### src/sv/min_distance_point_subsampler_core_defines.svh
// Assertion macros shared by the subsampler RTL.
// No dependencies; included by files that carry assertions.
`ifndef MIN_DISTANCE_POINT_SUBSAMPLER_CORE_DEFINES_SVH
`define MIN_DISTANCE_POINT_SUBSAMPLER_CORE_DEFINES_SVH

// Condition implies consequence in the same cycle.
`define MDS_ASSERT_IMP(lbl, clk, rst_n, ante, cons) \
    lbl: assert property (@(posedge clk) disable iff (!rst_n) (ante) |-> (cons)) \
        else $error("assertion failed");

// Condition implies consequence in the next cycle.
`define MDS_ASSERT_NXT(lbl, clk, rst_n, ante, cons) \
    lbl: assert property (@(posedge clk) disable iff (!rst_n) (ante) |=> (cons)) \
        else $error("assertion failed");

`endif

### src/sv/mds_ram.sv
// Generic single-write, single-read RAM with registered read data.
// No dependencies.
module mds_ram #(
    parameter int WIDTH = 8,
    parameter int DEPTH = 16
) (
    input  logic                     clk,
    input  logic                     we,
    input  logic [$clog2(DEPTH)-1:0] waddr,
    input  logic [WIDTH-1:0]         wdata,
    input  logic                     re,
    input  logic [$clog2(DEPTH)-1:0] raddr,
    output logic [WIDTH-1:0]         rdata
);

    logic [WIDTH-1:0] mem [DEPTH];
    logic [WIDTH-1:0] rdata_reg;

    always_ff @(posedge clk)
    begin
        if (we)
        begin
            mem[waddr] <= wdata;
        end
        if (re)
        begin
            rdata_reg <= mem[raddr];
        end
    end

    assign rdata = rdata_reg;

endmodule

### config.mk
export PLATFORM = sky130hd
export DESIGN_NAME = mds_ram
export DESIGN_NICKNAME = d
export VERILOG_FILES = /design/src/sv/min_distance_point_subsampler_core_defines.svh /design/src/sv/mds_ram.sv
export SDC_FILE = /design/constraint.sdc
export NUM_CORES = 1
export LEC_CHECK = 0
export BUFFER_PORTS_ARGS = -buffer_cell sky130_fd_sc_hd__buf_2
export CAP_MARGIN = 20
export CORE_ASPECT_RATIO = 1.2
export CORE_MARGIN = 10
export CORE_UTILIZATION = 60
export CTS_CLUSTER_SIZE = 12
export DETAILED_ROUTE_END_ITERATION = 12
export GPL_TIMING_DRIVEN = 1
export MAX_ROUTING_LAYER = met4
export PLACE_DENSITY = 0.8
export SYNTH_ARGS = -nofsm -noshare
export SYNTH_HDL_FRONTEND = slang
export SYNTH_SLANG_ARGS = --single-unit
### constraint.sdc
create_clock -name clk -period 1.8 [get_ports clk]
set_input_delay 0.18 -clock clk [delete_from_list [all_inputs] [get_ports clk]]
set_output_delay 0.18 -clock clk [all_outputs]
set_load 0.05 [all_outputs]
==> run summary, run 1 <==
Outcome - finished clean
Final Skew - 0.006879 ns
I/O pin count - 27
ANT nets after route - 0
Commonest cells post-synth - 136 x edfxtp_1, 18 x mux4_2, 16 x a22oi_1
Die H - 122.3 µm
Global-route wire length before repair - 15840 µm
Crit path kind - flop to flop
P per Cell Area - 1131 nW/µm²
CTS hold repair buffers - 0
P_leak - 2.125 nW
Area growth syn-to-layout - 18.33%
CTS tree - yes
Crit-path max cell delay - 0.48 ns
Mapped Cells - 229
Unrepaired setup endpoints after global routing - false
Fin. Hold Viols - 0
Maxcap violations - 0
Cell variety after synth - 18
Dominant synthesized flop cell - edfxtp_1
Number of buffers created by CTS - 17
GRT overflow - 0
CP required - 2.06 ns
DIE WIDTH - 105.2 µm
Hold Crit Class - input port to flop
CP top delay family - multiplexers
Hold Worst Slack - 0.03069 ns
Row Count - 37
Pwr Total - 6.995 mW
Layout cells sized above 1 - 33.88%
Starting DRT DRC Count - 209
Max Freq - 656.8 MHz
Total negative setup slack - 0 ns
Via density - 6.038
Flops & latches, synth - 136
Number of global-route vias before repair - 2594
Core Area - 8518 µm²
Warnings, synthesis - 0
Max reg flops - 128
Root Driver - clkbuf_8
Post-synthesis sequential area ratio - 78.12%
Placed cell areas - 5658 µm²
Post_cts resized - 0
Worst Path Max Fanout - 1
Number of diodes - 0
Worst Path Arrival - 1.78 ns
Final core utilization - 72.62%
WP buf/inv - 0
H-Tree Level Count - 4
Worst rel slew slack - 66.79%
Critical Path Source Type - flop
Worst Max-Slew Pin Slew - 0.4963 ns
Die Footprint - 12860 µm²
Routability Congestion - 0.7776
Post-detail-place hpwl - 6726 µm
Leading area contributor after synthesis - edfxtp_1
Top-area cell type share of the netlist area - 78.12%
Clk sinks - 136
Most frequent cell after synthesis - edfxtp_1
CTS clk-pin slew, worst paths - 0.06 ns
Fin. max-slew vios - 0
Net count after synthesis - 248
Post-Route WL - 10180 µm
Crit end category - flop
Fin crit period - 1.523 ns
Largest net degree at the start of global routing - 22
DR WL/cell - 24.18 µm
Avg Cell Area, Syn - 22.83 µm²
GRT Overall Usage - 17.57%
Fin nets - 310
Final setup violation count - 0
Crit share post-route - 84.59%
Mapped cell area - 5228 µm²
Initial antenna violation count - 0
Port-buffer cells - 26
Clk_lat worst skew - 0.52 ns
Initial Util - 61.37%
Largest cells by area after synthesis - edfxtp_1 78%, mux4_2 7.8%, mux4_1 7.0%
Setup bufs post-CTS - 0
Post-layout instance area - 6186 µm²
Ys async rst share - 0%
Initial DRT Pass Iterations - 4
Critical Path, Cell by Cell - mux4_2, a22oi_1, nand2_1
Number of synthesized flops with an enable pin - 136
Worst VDD drop - 0.0008461 V
Drt drc - 0
Vias - 2542
Slowest cell on crit path - mux4_2
CTS Buffer Depth - 2
[report_power, final]
part	internal (mW)	switching, mW	leakage (nW)
combinational	0.150	0.238	0.629
clock	1.81	1.21	0.260
sequential	3.57	0.0198	1.24
total	5.53	1.47	2.12
[stage by stage]
step	instances	setup WS, ns
after floorplan	229	0.1271
after global placement	389	0.05163
after detailed placement	389	0.04162
after CTS	421	0.2968
after global routing	421	0.2075
final	421	0.2774
[layout by cell type (no fill, tap or decap)]
cell	Yosys	routed
mux4_2	18	18
clkbuf_8	0	1
buf_4	1	24
clkinvlp_4	0	3
clkinv_2	0	8
clkinv_4	0	2
a22oi_1	16	16
nand3b_1	2	2
clkbuf_1	0	1
or3b_2	1	1
nor2_1	13	13
nand3_1	1	1
and2_1	1	1
edfxtp_1	136	136
mux4_1	14	14
buf_12	0	3
nor3_1	4	4
nand2_1	9	9
buf_2	3	26
clkbuf_16	0	16
nand2b_1	2	2
nor2b_1	1	1
and2b_1	1	1
bufinv_16	0	1
[cell families after synthesis]
| family | Yosys count | synth area share [%] |
|---|---|---|
| buf+inv | 10 | 1.651 |
| simple gates | 35 | 3.136 |
| flops | 136 | 78.12 |
| compound gates | 16 | 2.298 |
| mux | 32 | 14.79 |
[final timing paths]
kind | to | from | slack (ns) | cells after the start
worst max register to register | rdata[7] | mem[11][7] | 0.28 | 3
worst min register to register | rdata[4] | mem[8][4] | 0.76 | 3
worst max-delay path | rdata[7] | mem[11][7] | 0.28 | 3
worst min-delay path | mem[7][1] | wdata[1] | 0.03 | 1
[layout make-up]
| class | instances | area, µm² |
|---|---|---|
| clock buffers | 18 | 417.9 |
| clock inverters | 14 | 110.1 |
| fillers | 536 | 2332 |
| multi-input cells | 83 | 1057 |
| flip-flops and latches | 136 | 4084 |
| well taps | 117 | 146.4 |
| repair buffers | 53 | 370.4 |
[routing by layer]
layer,global-route usage (%),vias to the layer above,share of wire [%]
li1,-,1106,-
met1,21.91,1315,40
met2,26.60,117,52
met3,4.982,4,6.7
met4,7.732,0,0.93
met5,-,-,0
Power figures use the tool's default switching activity.
==> run 2: changes to the inputs <==
- clock period: 1.8 -> 1.5 ns (I/O delays scaled with it)
==> run 2 against run 1 <==
Wire length grew 6.6%. Register-to-register slack lost 0.26 ns. Sequential cell count is the same.
==> run summary, run 2 (same netlist as run 1, synthesis figures left out) <==
Starting DRT DRC Count - 151
Critical Path Source Type - flop
Crit end category - flop
ANT nets after route - 0
Fin nets - 309
Crit path kind - flop to flop
Drt drc - 0
Total negative setup slack - 0 ns
CTS tree - yes
Fin crit period - 1.483 ns
Fin. max-slew vios - 0
Post-detail-place hpwl - 6643 µm
Outcome - finished clean
Clk_lat worst skew - 0.52 ns
CP required - 1.77 ns
Core Area - 8518 µm²
Post-route setup slack - 0.01721 ns
Number of buffers created by CTS - 17
Most frequent cells in the layout - 136 x edfxtp_1, 26 x buf_2, 20 x mux4_2, 20 x buf_4, 16 x clkbuf_16
Worst rel slew slack - 47.74%
Final setup violation count - 0
Initial Util - 61.37%
Row Count - 37
Root Driver - clkbuf_8
Layout cells sized above 1 - 34.98%
Max reg flops - 128
Fin. Hold Viols - 0
Clk sinks - 136
Post-Route WL - 10850 µm
P per Cell Area - 1467 nW/µm²
DR WL/cell - 25.84 µm
Flop2flop setup slack - 0.02 ns
Hold Crit Class - input port to flop
Vias - 2600
Largest net degree at the start of global routing - 18
Routability Congestion - 0.7769
H-Tree Level Count - 4
Worst Path Max Fanout - 1
Initial DRT Pass Iterations - 4
Worst Path Arrival - 1.75 ns
CTS clk-pin slew, worst paths - 0.06 ns
CTS Buffer Depth - 2
Initial antenna violation count - 0
Worst slack at placement - -0.1829 ns
P_leak - 2.163 nW
Worst Max-Slew Pin Slew - 0.7810 ns
Area growth syn-to-layout - 21.23%
Unrepaired setup endpoints after global routing - true
GRT overflow - 0
Final core utilization - 74.40%
Number of diodes - 0
Worst VDD drop - 0.001121 V
Final Skew - 0.003633 ns
Die H - 122.3 µm
Max Freq - 674.4 MHz
Crit share post-route - 98.85%
Global-route wire length before repair - 16610 µm
Die Footprint - 12860 µm²
GRT Overall Usage - 18.42%
Number of global-route vias before repair - 2725
Via density - 6.190
Setup bufs post-CTS - 0
Port-buffer cells - 26
Maxcap violations - 0
DIE WIDTH - 105.2 µm
Most common cell after layout, fill and taps aside - edfxtp_1
I/O pin count - 27
## run 2: cell types whose count changed in the layout (fill, tap and decap cells not counted), moves of 2 or more
cell	previous run	this run
a22oi_1	16	11
a22oi_2	0	5
buf_4	24	20
bufinv_16	1	6
clkinv_1	0	2
clkinv_2	8	2
dlygate4sd3_1	0	2
mux4_1	14	12
mux4_2	18	20
## run 2: final timing paths
| path | startpoint | end | cells after the start |
|---|---|---|---|
| worst max-delay path | mem[2][5] | rdata[5] | 3 |
| worst min register to register | mem[12][2] | rdata[2] | 3 |
| worst min-delay path | wdata[2] | mem[14][2] | 1 |
| worst max register to register | mem[2][5] | rdata[5] | 3 |
## run 2: layer usage
metal | vias up | global-route usage [%] | share of wire (%)
li1 | 1105 | - | -
met1 | 1339 | 22.18 | 40
met2 | 134 | 28.82 | 52
met3 | 22 | 5.087 | 6.6
met4 | 0 | 8.162 | 1.9
met5 | - | - | 0
## run 2: metrics by stage
stage	power (mW)	hold slack [ns]	instances	area (µm²)
after floorplan	4.660	0.2489	229	5233
after global routing	9.545	0.009149	420	6337
after detailed placement	4.855	0.5421	386	5653
final	9.296	0.01867	420	6337
after CTS	9.343	0.001416	420	6321
after global placement	4.834	0.5260	386	5653
## run 2: cell type report
type,count,area (µm²)
well taps,117,146.4
clock buffers,18,417.9
fillers,502,2181
multi-input cells,83,1080
repair buffers,52,380.4
flip-flops and latches,136,4084
clock inverters,14,229.0
## run 2: critical path: stages, from the launching register on
cell	delay, ns
edfxtp_1	0.43
mux4_2	0.51
a22oi_2	0.20
nand2_1	0.09
## run 2: what timing repair did
item                       4_1_cts  5_1_grt
hold endpoints to repair         9        0
gates resized for setup          2        5
pin swaps                        1        2
setup endpoints to repair        1        4
hold buffers                     2        0
## run 2: where the power goes
part	leakage [nW]	switching, mW	internal, mW
clock network	0.306	1.48	3.02
logic	0.621	0.297	0.190
registers	1.24	0.0276	4.28
