## src/sv/min_distance_point_subsampler_core_defines.svh

```systemverilog
// Assertion macros shared by the subsampler RTL.
// No dependencies; included by files that carry assertions.
`ifndef MIN_DISTANCE_POINT_SUBSAMPLER_CORE_DEFINES_SVH
`define MIN_DISTANCE_POINT_SUBSAMPLER_CORE_DEFINES_SVH

// Condition implies consequence in the same cycle.
`define MDS_ASSERT_IMP(lbl, clk, rst_n, ante, cons) \
    lbl: assert property (@(posedge clk) disable iff (!rst_n) (ante) |-> (cons)) \
        else $error("assertion failed");

// Condition implies consequence in the next cycle.
`define MDS_ASSERT_NXT(lbl, clk, rst_n, ante, cons) \
    lbl: assert property (@(posedge clk) disable iff (!rst_n) (ante) |=> (cons)) \
        else $error("assertion failed");

`endif

```

## src/sv/mds_pkg.sv

```systemverilog
// Shared types and constants for the minimum-distance point subsampler.
// No dependencies.
package mds_pkg;

    localparam int KEPT_MAX     = 1024;
    localparam int CNT_W        = $clog2(KEPT_MAX + 1);
    localparam int ADDR_W       = $clog2(KEPT_MAX);
    localparam int KEPT_COUNT_W = 11;
    localparam int AXES         = 3;
    localparam int COORD_W      = 16;
    localparam int POINT_W      = AXES * COORD_W;
    localparam int LIMIT_W      = 2 * COORD_W;
    localparam int SUM_W        = LIMIT_W + 2;
    localparam logic [COORD_W-1:0] MIN_DIST_RESET = 16'd256;

    typedef enum logic [1:0] {
        VERDICT_KEPT    = 2'd0,
        VERDICT_CLOSE   = 2'd1,
        VERDICT_FULL    = 2'd2,
        VERDICT_RESTART = 2'd3
    } mds_verdict_t;

    // Data handed from one distance cell to the next; low coordinate is consumed.
    typedef struct packed {
        logic               valid;
        logic [POINT_W-1:0] stored;
        logic [POINT_W-1:0] probe;
        logic [SUM_W-1:0]   sum;
    } mds_lane_t;

endpackage

```

## src/sv/mds_axis_cell.sv

```systemverilog
// One cell of the distance chain: adds the squared difference of the low
// coordinate to the running sum and shifts the next coordinate down. Uses mds_pkg.
module mds_axis_cell (
    input  logic              clk,
    input  logic              rst_n,
    input  mds_pkg::mds_lane_t lane_in,
    output mds_pkg::mds_lane_t lane_out
);
    import mds_pkg::*;

    logic signed [COORD_W:0] diff;
    logic [COORD_W-1:0]      mag;
    logic [LIMIT_W-1:0]      sq;
    logic                    valid_reg;
    logic [POINT_W-1:0]      stored_reg;
    logic [POINT_W-1:0]      probe_reg;
    logic [SUM_W-1:0]        sum_reg;

    always_comb
    begin
        diff = $signed({lane_in.probe[COORD_W-1], lane_in.probe[COORD_W-1:0]})
             - $signed({lane_in.stored[COORD_W-1], lane_in.stored[COORD_W-1:0]});
        mag  = diff[COORD_W] ? COORD_W'(-diff) : diff[COORD_W-1:0];
        sq   = {{COORD_W{1'b0}}, mag} * {{COORD_W{1'b0}}, mag};
    end

    always_ff @(posedge clk or negedge rst_n)
    begin
        if (!rst_n)
        begin
            valid_reg <= 1'b0;
        end
        else
        begin
            valid_reg <= lane_in.valid;
        end
    end

    always_ff @(posedge clk)
    begin
        stored_reg <= {{COORD_W{1'b0}}, lane_in.stored[POINT_W-1:COORD_W]};
        probe_reg  <= {{COORD_W{1'b0}}, lane_in.probe[POINT_W-1:COORD_W]};
        sum_reg    <= lane_in.sum + SUM_W'(sq);
    end

    always_comb
    begin
        lane_out.valid  = valid_reg;
        lane_out.stored = stored_reg;
        lane_out.probe  = probe_reg;
        lane_out.sum    = sum_reg;
    end

endmodule

```

## config.mk

```make
export PLATFORM = sky130hd
export DESIGN_NAME = mds_axis_cell
export DESIGN_NICKNAME = d
export VERILOG_FILES = /design/src/sv/min_distance_point_subsampler_core_defines.svh /design/src/sv/mds_pkg.sv /design/src/sv/mds_axis_cell.sv
export SDC_FILE = /design/constraint.sdc
export NUM_CORES = 1
export LEC_CHECK = 0
export ABC_CLOCK_PERIOD_IN_PS = 800
export BUFFER_PORTS_ARGS = -buffer_cell sky130_fd_sc_hd__buf_2
export CAP_MARGIN = 20
export CORE_MARGIN = 1
export CORE_UTILIZATION = 36
export CTS_CLUSTER_DIAMETER = 200
export DETAILED_ROUTE_END_ITERATION = 6
export PLACE_DENSITY = 0.58
export SYNTH_ARGS = -nofsm -noshare
export SYNTH_HDL_FRONTEND = slang
export SYNTH_SLANG_ARGS = --single-unit
export TNS_END_PERCENT = 20
```

## constraint.sdc

```tcl
create_clock -name clk -period 0.8 [get_ports clk]
set_input_delay 0.16 -clock clk [delete_from_list [all_inputs] [get_ports clk]]
set_output_delay 0.16 -clock clk [all_outputs]
set_load 0.005 [all_outputs]
```

==> out/qor.json, run 1 <==
{
  "worst_setup_path_end_kind": "flip-flop",
  "post-synth-top-area-cell": "sky130_fd_sc_hd__fa_1",
  "initial_util_pct": 36.8,
  "placement.io_buffers": 231,
  "drt_iter0_drc": 418,
  "postRouteAntennaNets": 0,
  "groute.usage.overall_pct": 20.7,
  "final_core_util_pct": 57.4,
  "final.period_utilization_pct": 977,
  "synth_sequential_area_ratio_pct": 17.0,
  "grt.overflow.total": 0,
  "failed_checks": "negative setup slack",
  "dr_total_vias": 10300,
  "boundaryPins": 264,
  "gp_routability_congestion": 0.898,
  "max-slew-margin-rel_pct": 67.0,
  "critPathMaxFanout": 4,
  "setup_slack_ps": -7010,
  "cts.reportedPaths.clkPinSlew_ps": 80,
  "drv_cap": 0,
  "post_synthesis_area_per_instance_um2": 9.23,
  "synthAdderAreaFrac_pct": 45.9,
  "postSynthCellCount": 1268,
  "dominant_combinational_cell_family_by_area_after_synthesis": "adder cells",
  "synth_edf_count": 0,
  "worst-endpoint-arrival_ps": 8110,
  "report.final.slew_viol_count": 0,
  "num_rows": 65,
  "synthTopCellsByArea": "sky130_fd_sc_hd__fa_1 33%, sky130_fd_sc_hd__dfxtp_1 17%, sky130_fd_sc_hd__ha_1 13%",
  "die_w_um": 182,
  "synth-compound-area-share_pct": 8.61,
  "final_layout_size_suffix_gt1_share_pct": 42.5,
  "yosys.cell_types.count": 73,
  "cts.root.buffer_cell": "sky130_fd_sc_hd__clkbuf_16",
  "vias_per_cell": 4.45,
  "run_status": "finished with violations",
  "postSynthRegisterBits": 99,
  "total_nets_final": 2324,
  "largest_register_ff_count": 34,
  "achievable-frequency_mhz": 128,
  "setup_tns_ps": -208770,
  "timing.final.setup_violations": 132,
  "cpMaxStageDelayCell": "sky130_fd_sc_hd__fa_2",
  "die_y_um": 182,
  "worst_path_largest_cell_delay_ps": 600,
  "cp-start-kind": "primary input",
  "detail_route.drc_violations": 0,
  "synth-xor-area-share_pct": 4.56,
  "drt-pass1-iter-count": 5,
  "route.detailed.wl_per_inst_um": 14.4,
  "clock_sink_count": 99,
  "areaGrowthSynthToFinish_pct": 55.9,
  "fillerInstances": 2781,
  "grt_antenna_before_repair": 0,
  "share_of_flip_flops_with_an_asynchronous_set_or_reset_after_synthesis_pct": 1.01,
  "cts_tree": "done",
  "grt_pass1_wl_um": 54000,
  "crit_type": "in -> reg",
  "grt_start_max_net_pins": 19,
  "grt_setup_unrepaired": "yes",
  "core_region_area_um2": 31800,
  "synth.top_cell.area_share_pct": 32.8,
  "mux_contribution_to_synthesized_area_pct": 0.481,
  "timing.hold.worst.class": "in -> reg",
  "depth_of_the_cts_h_tree": 3,
  "clk_path_buf_depth": 2,
  "tightest_slew_ps": 490,
  "synth_simple_gate_area_share_pct": 10.2,
  "cts-buffers-inserted": 9,
  "diodes": 0,
  "grt_pass1_vias": 11000,
  "cp.required_ps": 1100,
  "hpwlAfterDp_um": 26800,
  "ys.warnings.count": 0,
  "timing.critical_path.mode_cell": "sky130_fd_sc_hd__fa_1",
  "final.min_clock_period_ps": 7810,
  "finalWirelength_um": 33400,
  "crit_family": "adder cells",
  "final-hold-violation-count": 0,
  "yosys_most_used_dff": "sky130_fd_sc_hd__dfxtp_1",
  "syn_area_um2": 11700,
  "critical_path.n_buffers_inverters": 8,
  "fp.dieArea_um2": 33200
}
[final timing paths]
path | startpoint | end | slack [ps] | depth (start not counted)
worst max-delay path | lane_in[86] | sum_reg[30]$_DFF_P_ | -7010 | 33
worst min-delay path | lane_in[0] | sum_reg[0]$_DFF_P_ | 40 | 2
max in group asynchronous | rst_n | valid_reg$_DFF_PN0_ | 610 | 2
min in group asynchronous | rst_n | valid_reg$_DFF_PN0_ | 110 | 2
[area by class of cell]
cell class / instances / area [um2] / area share [%]
clock buffers: 9 / 225 / 1.23
clock inverters: 7 / 60.1 / 0.329
inverters: 320 / 1230 / 6.75
multi-input cells: 822 / 9490 / 52.0
flip-flops and latches: 99 / 2020 / 11.1
well taps: 435 / 544 / 2.98
repair buffers: 625 / 4670 / 25.6
[through the flow]
step / std cells / hold slack (ps) / cell area [um2] / worst slack (ps)
after floorplan: 1299 / -136 / 12300 / -6920
after global routing: 2317 / 27.5 / 18200 / -7250
final: 2317 / 35.9 / 18200 / -7010
after global placement: 2176 / -65.5 / 15700 / -7550
after detailed placement: 2176 / -64.1 / 15700 / -7680
after CTS: 2292 / 16.7 / 17400 / -7090
[kinds of logic after synthesis]
family | Yosys count
AO/OA/AOI/OAI | 145
adder cells (fa/ha/maj) | 314
AND/OR/NAND/NOR | 266
XOR/XNOR | 60
other | 1
multiplexers | 5
flip-flops | 99
buffers and inverters | 378
[Yosys cell counts (3+ instances only)]
library cell and number:
sky130_fd_sc_hd__nand2b_1 5, sky130_fd_sc_hd__o21a_1 12, sky130_fd_sc_hd__xnor2_1 38, sky130_fd_sc_hd__clkbuf_1 20, sky130_fd_sc_hd__and2_1 7, sky130_fd_sc_hd__nand2_1 102
sky130_fd_sc_hd__nor2_1 96, sky130_fd_sc_hd__o21ai_1 4, sky130_fd_sc_hd__a31o_1 5, sky130_fd_sc_hd__a221oi_1 4, sky130_fd_sc_hd__mux2i_1 3, sky130_fd_sc_hd__fa_1 192
sky130_fd_sc_hd__nand3_1 13, sky130_fd_sc_hd__o21bai_1 6, sky130_fd_sc_hd__buf_4 33, sky130_fd_sc_hd__a21o_1 18, sky130_fd_sc_hd__o21ai_0 21, sky130_fd_sc_hd__a21oi_1 32
sky130_fd_sc_hd__dfxtp_1 98, sky130_fd_sc_hd__buf_2 4, sky130_fd_sc_hd__inv_1 314, sky130_fd_sc_hd__xor2_1 21, sky130_fd_sc_hd__or3_1 6, sky130_fd_sc_hd__inv_2 5
sky130_fd_sc_hd__o22ai_1 4, sky130_fd_sc_hd__nor4_2 3, sky130_fd_sc_hd__ha_1 122, sky130_fd_sc_hd__and3_1 5, sky130_fd_sc_hd__o2111ai_1 5, sky130_fd_sc_hd__nor3_1 8
sky130_fd_sc_hd__a31oi_1 5, sky130_fd_sc_hd__nor2b_1 7
[per-layer routing]
metal  share of wire (%)  track usage, %  wire, um  vias to the layer above
met1                  41            23.7     13700                     4927
met4                 2.0            6.12       679                        0
met3                 5.5            4.11      1830                       34
met5                   0               0         0                        -
met2                  52            38.5     17200                      298
li1                    -               -         -                     5043
[what timing repair did]
| item | CTS | global route |
|---|---|---|
| pin swaps | 101 | 67 |
| setup buffers | 36 | 25 |
| endpoints found under the hold margin | 66 | 0 |
| endpoints found under the setup margin | 133 | 133 |
| hold buffers | 66 | 0 |
| gates resized for setup | 132 | 135 |
[layout by cell type, fill, tap and decap left out, types with 10 or more instances in the layout]
master                          instances
sky130_fd_sc_hd__a21o_1                18
sky130_fd_sc_hd__a21oi_1               14
sky130_fd_sc_hd__a21oi_2               11
sky130_fd_sc_hd__buf_2                210
sky130_fd_sc_hd__buf_4                280
sky130_fd_sc_hd__buf_6                 58
sky130_fd_sc_hd__conb_1                32
sky130_fd_sc_hd__dfxtp_1               73
sky130_fd_sc_hd__dfxtp_2               23
sky130_fd_sc_hd__dlygate4sd3_1         66
sky130_fd_sc_hd__fa_1                 180
sky130_fd_sc_hd__fa_2                  12
sky130_fd_sc_hd__ha_1                  90
sky130_fd_sc_hd__ha_4                  29
sky130_fd_sc_hd__inv_1                287
sky130_fd_sc_hd__inv_2                 27
sky130_fd_sc_hd__nand2_1               84
sky130_fd_sc_hd__nor2_1                82
sky130_fd_sc_hd__nor2_2                10
sky130_fd_sc_hd__o21a_1                11
sky130_fd_sc_hd__o21ai_0               10
sky130_fd_sc_hd__xnor2_1               29
sky130_fd_sc_hd__xor2_1                17
Power of run 1 is left out: the tool's default activity adds up to more than one toggle a clock period on the data nets, which glitch-free logic cannot reach.
==> run 2, diff against run 1 <==
--- a/config.mk
+++ b/config.mk
@@ -12,6 +12,7 @@
 export CORE_UTILIZATION = 36
 export CTS_CLUSTER_DIAMETER = 200
 export DETAILED_ROUTE_END_ITERATION = 6
+export GPL_TIMING_DRIVEN = 0
 export PLACE_DENSITY = 0.58
 export SYNTH_ARGS = -nofsm -noshare
 export SYNTH_HDL_FRONTEND = slang
==> run 2 against run 1 <==
Net effect: the run still ends with negative setup slack left; final cell count shrank 5.7%; final area is 3.2% lower; count of clock-buffer cells in the layout stayed put; largest cell class unchanged.
==> out/qor.json, run 2 (synthesis results as in run 1) <==
{
  "worst_setup_path_end_kind": "flip-flop",
  "final.period_utilization_pct": 972,
  "clock_sink_count": 99,
  "depth_of_the_cts_h_tree": 3,
  "route.detailed.wl_per_inst_um": 15.3,
  "vias_per_cell": 4.57,
  "use_met2_pct": 36.8,
  "postRouteAntennaNets": 0,
  "post-route-cell-area_um2": 17700,
  "diodes": 0,
  "global_routing_s_busiest_layer": "met2",
  "fp.dieArea_um2": 33200,
  "final.min_clock_period_ps": 7770,
  "core_region_area_um2": 31800,
  "clk_path_buf_depth": 2,
  "areaGrowthSynthToFinish_pct": 50.9,
  "cpMaxStageDelayCell": "sky130_fd_sc_hd__fa_1",
  "placement.cell_area_um2": 14000,
  "final_layout_size_suffix_gt1_share_pct": 40.7,
  "cts.reportedPaths.clkPinSlew_ps": 70,
  "timing.final.setup_violations": 132,
  "drt-pass1-iter-count": 4,
  "timing.hold.worst.class": "in -> reg",
  "tightest_slew_ps": 823,
  "die_y_um": 182,
  "grt_setup_unrepaired": "yes",
  "layout_commonest_cell": "sky130_fd_sc_hd__inv_1",
  "mostFrequentLayoutCells": "284 x sky130_fd_sc_hd__inv_1, 204 x sky130_fd_sc_hd__buf_2, 173 x sky130_fd_sc_hd__fa_1, 134 x sky130_fd_sc_hd__buf_4, 89 x sky130_fd_sc_hd__ha_1",
  "cts-buffers-inserted": 9,
  "initial_util_pct": 36.8,
  "num_rows": 65,
  "globalRouteMet3Util_pct": 4.17,
  "worst-endpoint-arrival_ps": 8070,
  "failed_checks": "negative setup slack",
  "critPathMaxFanout": 6,
  "max-slew-margin-rel_pct": 45.0,
  "grt.overflow.total": 0,
  "setup_slack_ps": -6970,
  "worst_path_largest_cell_delay_ps": 590,
  "run_status": "finished with violations",
  "cp-start-kind": "primary input",
  "cp.required_ps": 1090,
  "total_nets_final": 2193,
  "largest_register_ff_count": 34,
  "grt_pass1_vias": 10300,
  "dr_total_vias": 9988,
  "post-place-cells": 1965,
  "report.final.slew_viol_count": 0,
  "grt_antenna_before_repair": 0,
  "die_w_um": 182,
  "timing.critical_path.mode_cell": "sky130_fd_sc_hd__buf_6",
  "grt_start_max_net_pins": 18,
  "grt_pass1_wl_um": 51900,
  "drt_iter0_drc": 424,
  "boundaryPins": 264,
  "cts.root.buffer_cell": "sky130_fd_sc_hd__clkbuf_16",
  "final-hold-violation-count": 0,
  "cts_tree": "done",
  "groute.usage.overall_pct": 20.2,
  "use_met1_pct": 23.3,
  "timing.hold.worst_path_depth": 2,
  "finalWirelength_um": 33300,
  "crit_type": "in -> reg",
  "placement.io_buffers": 231,
  "achievable-frequency_mhz": 129,
  "post_layout_nonfiller_instances": 2186,
  "gp_routability_congestion": 0.885,
  "drv_cap": 0,
  "hpwlAfterDp_um": 24700,
  "detail_route.drc_violations": 0
}
==> run 2: critical path, delay by kind of cell <==
kind	cells	cell delay [ps]
fa+ha+maj	8	3290
buf+inv	15	1550
simple gates	2	490
compound gates	10	2180
xor+xnor	2	410
==> run 2: what timing repair did <==
| action | in CTS | in global routing |
|---|---|---|
| gates resized for setup | 231 | 134 |
| hold endpoints to repair | 66 | 0 |
| cloned | 3 | 0 |
| pin swaps | 86 | 68 |
| buffers inserted | 112 | 33 |
| hold buffers | 66 | 0 |
| setup endpoints to repair | 133 | 133 |
==> run 2: worst paths after layout <==
check | startpoint | to | slack, ps
worst max-delay path | lane_in[86] | sum_reg[25]$_DFF_P_ | -6970
worst min-delay path | lane_in[0] | sum_reg[0]$_DFF_P_ | 20
max in group asynchronous | rst_n | valid_reg$_DFF_PN0_ | 610
min in group asynchronous | rst_n | valid_reg$_DFF_PN0_ | 110
==> run 2: per-layer routing <==
metal  part of all wire, %  vias up  routed length [um]
li1                      -     4782                   -
met1                    40     4820               13300
met3                   6.2       48                2060
met4                   3.1        0                1020
met2                    51      338               17000
met5                     0        -                   0
==> run 2: stage by stage <==
stage          hold WS, ps  setup TNS (ps)  util, %  setup WS [ps]
3_5_place_dp         -64.9         -236760     44.1          -8480
2_1_floorplan         -136         -197500        -          -6920
4_1_cts               1.29         -211090     53.2          -6930
3_3_place_gp         -65.3         -236110     44.1          -8460
6_report              17.5         -212440     55.5          -6970
5_1_grt               9.03         -223080     55.5          -7240
==> run 2: area by class of cell <==
class                      count  area (um2)
buffer                        52         526
clock buffer                   9         225
clock inverter                 7        75.1
fill                        2755       14100
inverter                     320        1240
multi-input combinational    822        9700
sequential                    99        2030
tap                          435         544
timing repair buffer         442        3310
Power of run 2 is left out for the same reason.
==> run 3, diff against run 2 <==
--- a/config.mk
+++ b/config.mk
@@ -14,7 +14,9 @@
 export DETAILED_ROUTE_END_ITERATION = 6
 export GPL_TIMING_DRIVEN = 0
 export PLACE_DENSITY = 0.58
+export SKIP_LAST_GASP = 1
+export SLEW_MARGIN = 0
 export SYNTH_ARGS = -nofsm -noshare
 export SYNTH_HDL_FRONTEND = slang
 export SYNTH_SLANG_ARGS = --single-unit
-export TNS_END_PERCENT = 20
+export TNS_END_PERCENT = 5
==> run 3 against run 2 <==
Net effect: the flow still finishes with violations (negative setup slack); sequential cell count unchanged; largest cell class unchanged; critical endpoint is now sum_reg[30]$_DFF_P_; final area is 7.6% lower; sequential share of layout area increased by 0.66 points; critical path type unchanged; die area did not move; wire length decreased by 7.0%; worst setup slack worse by 110 ps; via count is 3.4% lower; utilization is 4.2 points lower.
==> out/qor.json, run 3 (synthesis results as in run 1) <==
{
  "die_w_um": 182,
  "depth_of_the_cts_h_tree": 3,
  "groute.usage.overall_pct": 19.3,
  "cts_tree": "done",
  "critPathLaunch": "lane_in[86]",
  "drv_cap": 0,
  "drt_iter0_drc": 412,
  "max-slew-margin-rel_pct": 45.0,
  "grt_setup_unrepaired": "yes",
  "post_route_hold_slack_ps": 16.2,
  "mostFrequentLayoutCells": "300 x sky130_fd_sc_hd__inv_1, 229 x sky130_fd_sc_hd__buf_2, 184 x sky130_fd_sc_hd__fa_1, 124 x sky130_fd_sc_hd__buf_4, 104 x sky130_fd_sc_hd__ha_1",
  "postRouteAntennaNets": 0,
  "worst_setup_path_end_kind": "flip-flop",
  "die_y_um": 182,
  "run_status": "finished with violations",
  "cts-buffers-inserted": 9,
  "preCtsSetupSlack_ps": -8550,
  "hold_end": "sum_reg[0]$_DFF_P_",
  "timing.final.setup_violations": 133,
  "achievable-frequency_mhz": 127,
  "report.final.slew_viol_count": 0,
  "worst-endpoint-arrival_ps": 8190,
  "vias_per_cell": 4.51,
  "setup_slack_ps": -7090,
  "total_nets_final": 2144,
  "drt-pass1-iter-count": 5,
  "setup_tns_ps": -216650,
  "timing.critical_path.mode_cell": "sky130_fd_sc_hd__fa_1",
  "clock_sink_count": 99,
  "boundaryPins": 264,
  "failed_checks": "negative setup slack",
  "dr_total_vias": 9648,
  "grt_start_max_net_pins": 19,
  "detail_route.drc_violations": 0,
  "timing.hold.worst_path_depth": 2,
  "final-hold-violation-count": 0,
  "critPathMaxFanout": 10,
  "fillerInstances": 2909,
  "placement.io_buffers": 231,
  "clk_path_buf_depth": 2,
  "cp-start-kind": "primary input",
  "tightest_slew_ps": 819,
  "multiInputGateArea_um2": 9210,
  "finalWirelength_um": 31000,
  "core_region_area_um2": 31800,
  "final.min_clock_period_ps": 7890,
  "cts.root.buffer_cell": "sky130_fd_sc_hd__clkbuf_16",
  "largest_register_ff_count": 34,
  "cp.required_ps": 1100,
  "timing.hold.worst.class": "in -> reg",
  "worst_path_largest_cell_delay_ps": 560,
  "diodes": 0,
  "num_rows": 65,
  "layout_commonest_cell": "sky130_fd_sc_hd__inv_1",
  "cts.reportedPaths.clkPinSlew_ps": 80,
  "route.detailed.wl_per_inst_um": 14.5,
  "grt.overflow.total": 0,
  "final.period_utilization_pct": 986,
  "cpMaxStageDelayCell": "sky130_fd_sc_hd__fa_1",
  "initial_util_pct": 36.8,
  "areaGrowthSynthToFinish_pct": 39.5,
  "gp_routability_congestion": 0.908,
  "grt_antenna_before_repair": 0,
  "hpwlAfterDp_um": 24200,
  "fp.dieArea_um2": 33200,
  "crit_type": "in -> reg",
  "grt_pass1_wl_um": 50000,
  "holdCritStartpoint": "lane_in[0]",
  "grt_pass1_vias": 10100,
  "final_layout_size_suffix_gt1_share_pct": 31.8,
  "sequential_cell_area_um2": 1990,
  "final_core_util_pct": 51.3
}
-- run 3: changes by cell type in the layout (fill, tap and decap cells not counted), sizes merged --
cell / delta
bufinv: -1
buf: -47
clkinv: -1
inv: +2
clkbuf: -2
-- run 3: worst max path at each step --
| stage | slack (ps) | to |
|---|---|---|
| CTS | -7130 | sum_reg[30]$_DFF_P_ |
| finish | -7090 | sum_reg[30]$_DFF_P_ |
| detailed placement | -8550 | sum_reg[30]$_DFF_P_ |
| global placement | -8460 | sum_reg[30]$_DFF_P_ |
| floorplan | -6920 | sum_reg[33]$_DFF_P_ |
| global route | -7420 | sum_reg[30]$_DFF_P_ |
-- run 3: worst max-delay path: cells and delay by family --
kind / cells / cell delay, ps
fa+ha+maj: 8 / 3390
compound gates: 12 / 2720
buf+inv: 10 / 1060
simple gates: 2 / 490
xor+xnor: 2 / 360
-- run 3: repair_timing --
action	in CTS	in global routing
pin swaps	36	38
setup buffers	57	37
hold endpoints to repair	67	0
hold buffers	66	0
endpoints found under the setup margin	133	133
gates cloned	2	0
resized for setup	80	63
-- run 3: layout make-up --
| cell class | instances | share of cell area [%] |
|---|---|---|
| Multi-Input combinational cell | 822 | 56.5 |
| Timing Repair Buffer | 392 | 15.9 |
| Sequential cell | 99 | 12.2 |
| Inverter | 320 | 7.48 |
| Tap cell | 435 | 3.34 |
| Buffer | 53 | 2.91 |
| Clock buffer | 9 | 1.38 |
| Clock inverter | 7 | 0.368 |
-- run 3: through the flow --
stage,cell area [um2],std cells
floorplan,12300,1299
global placement,14000,1965
detailed placement,14000,1965
CTS,15800,2104
global route,16300,2137
finish,16300,2137
-- run 3: layer usage --
layer	vias up	share of wire, %	global-route usage, %
li1	4688	-	-
met1	4588	42	22.7
met2	319	50	35.2
met3	53	6.0	3.63
met4	0	2.5	6.62
met5	-	0	0
Power of run 3 is left out for the same reason.
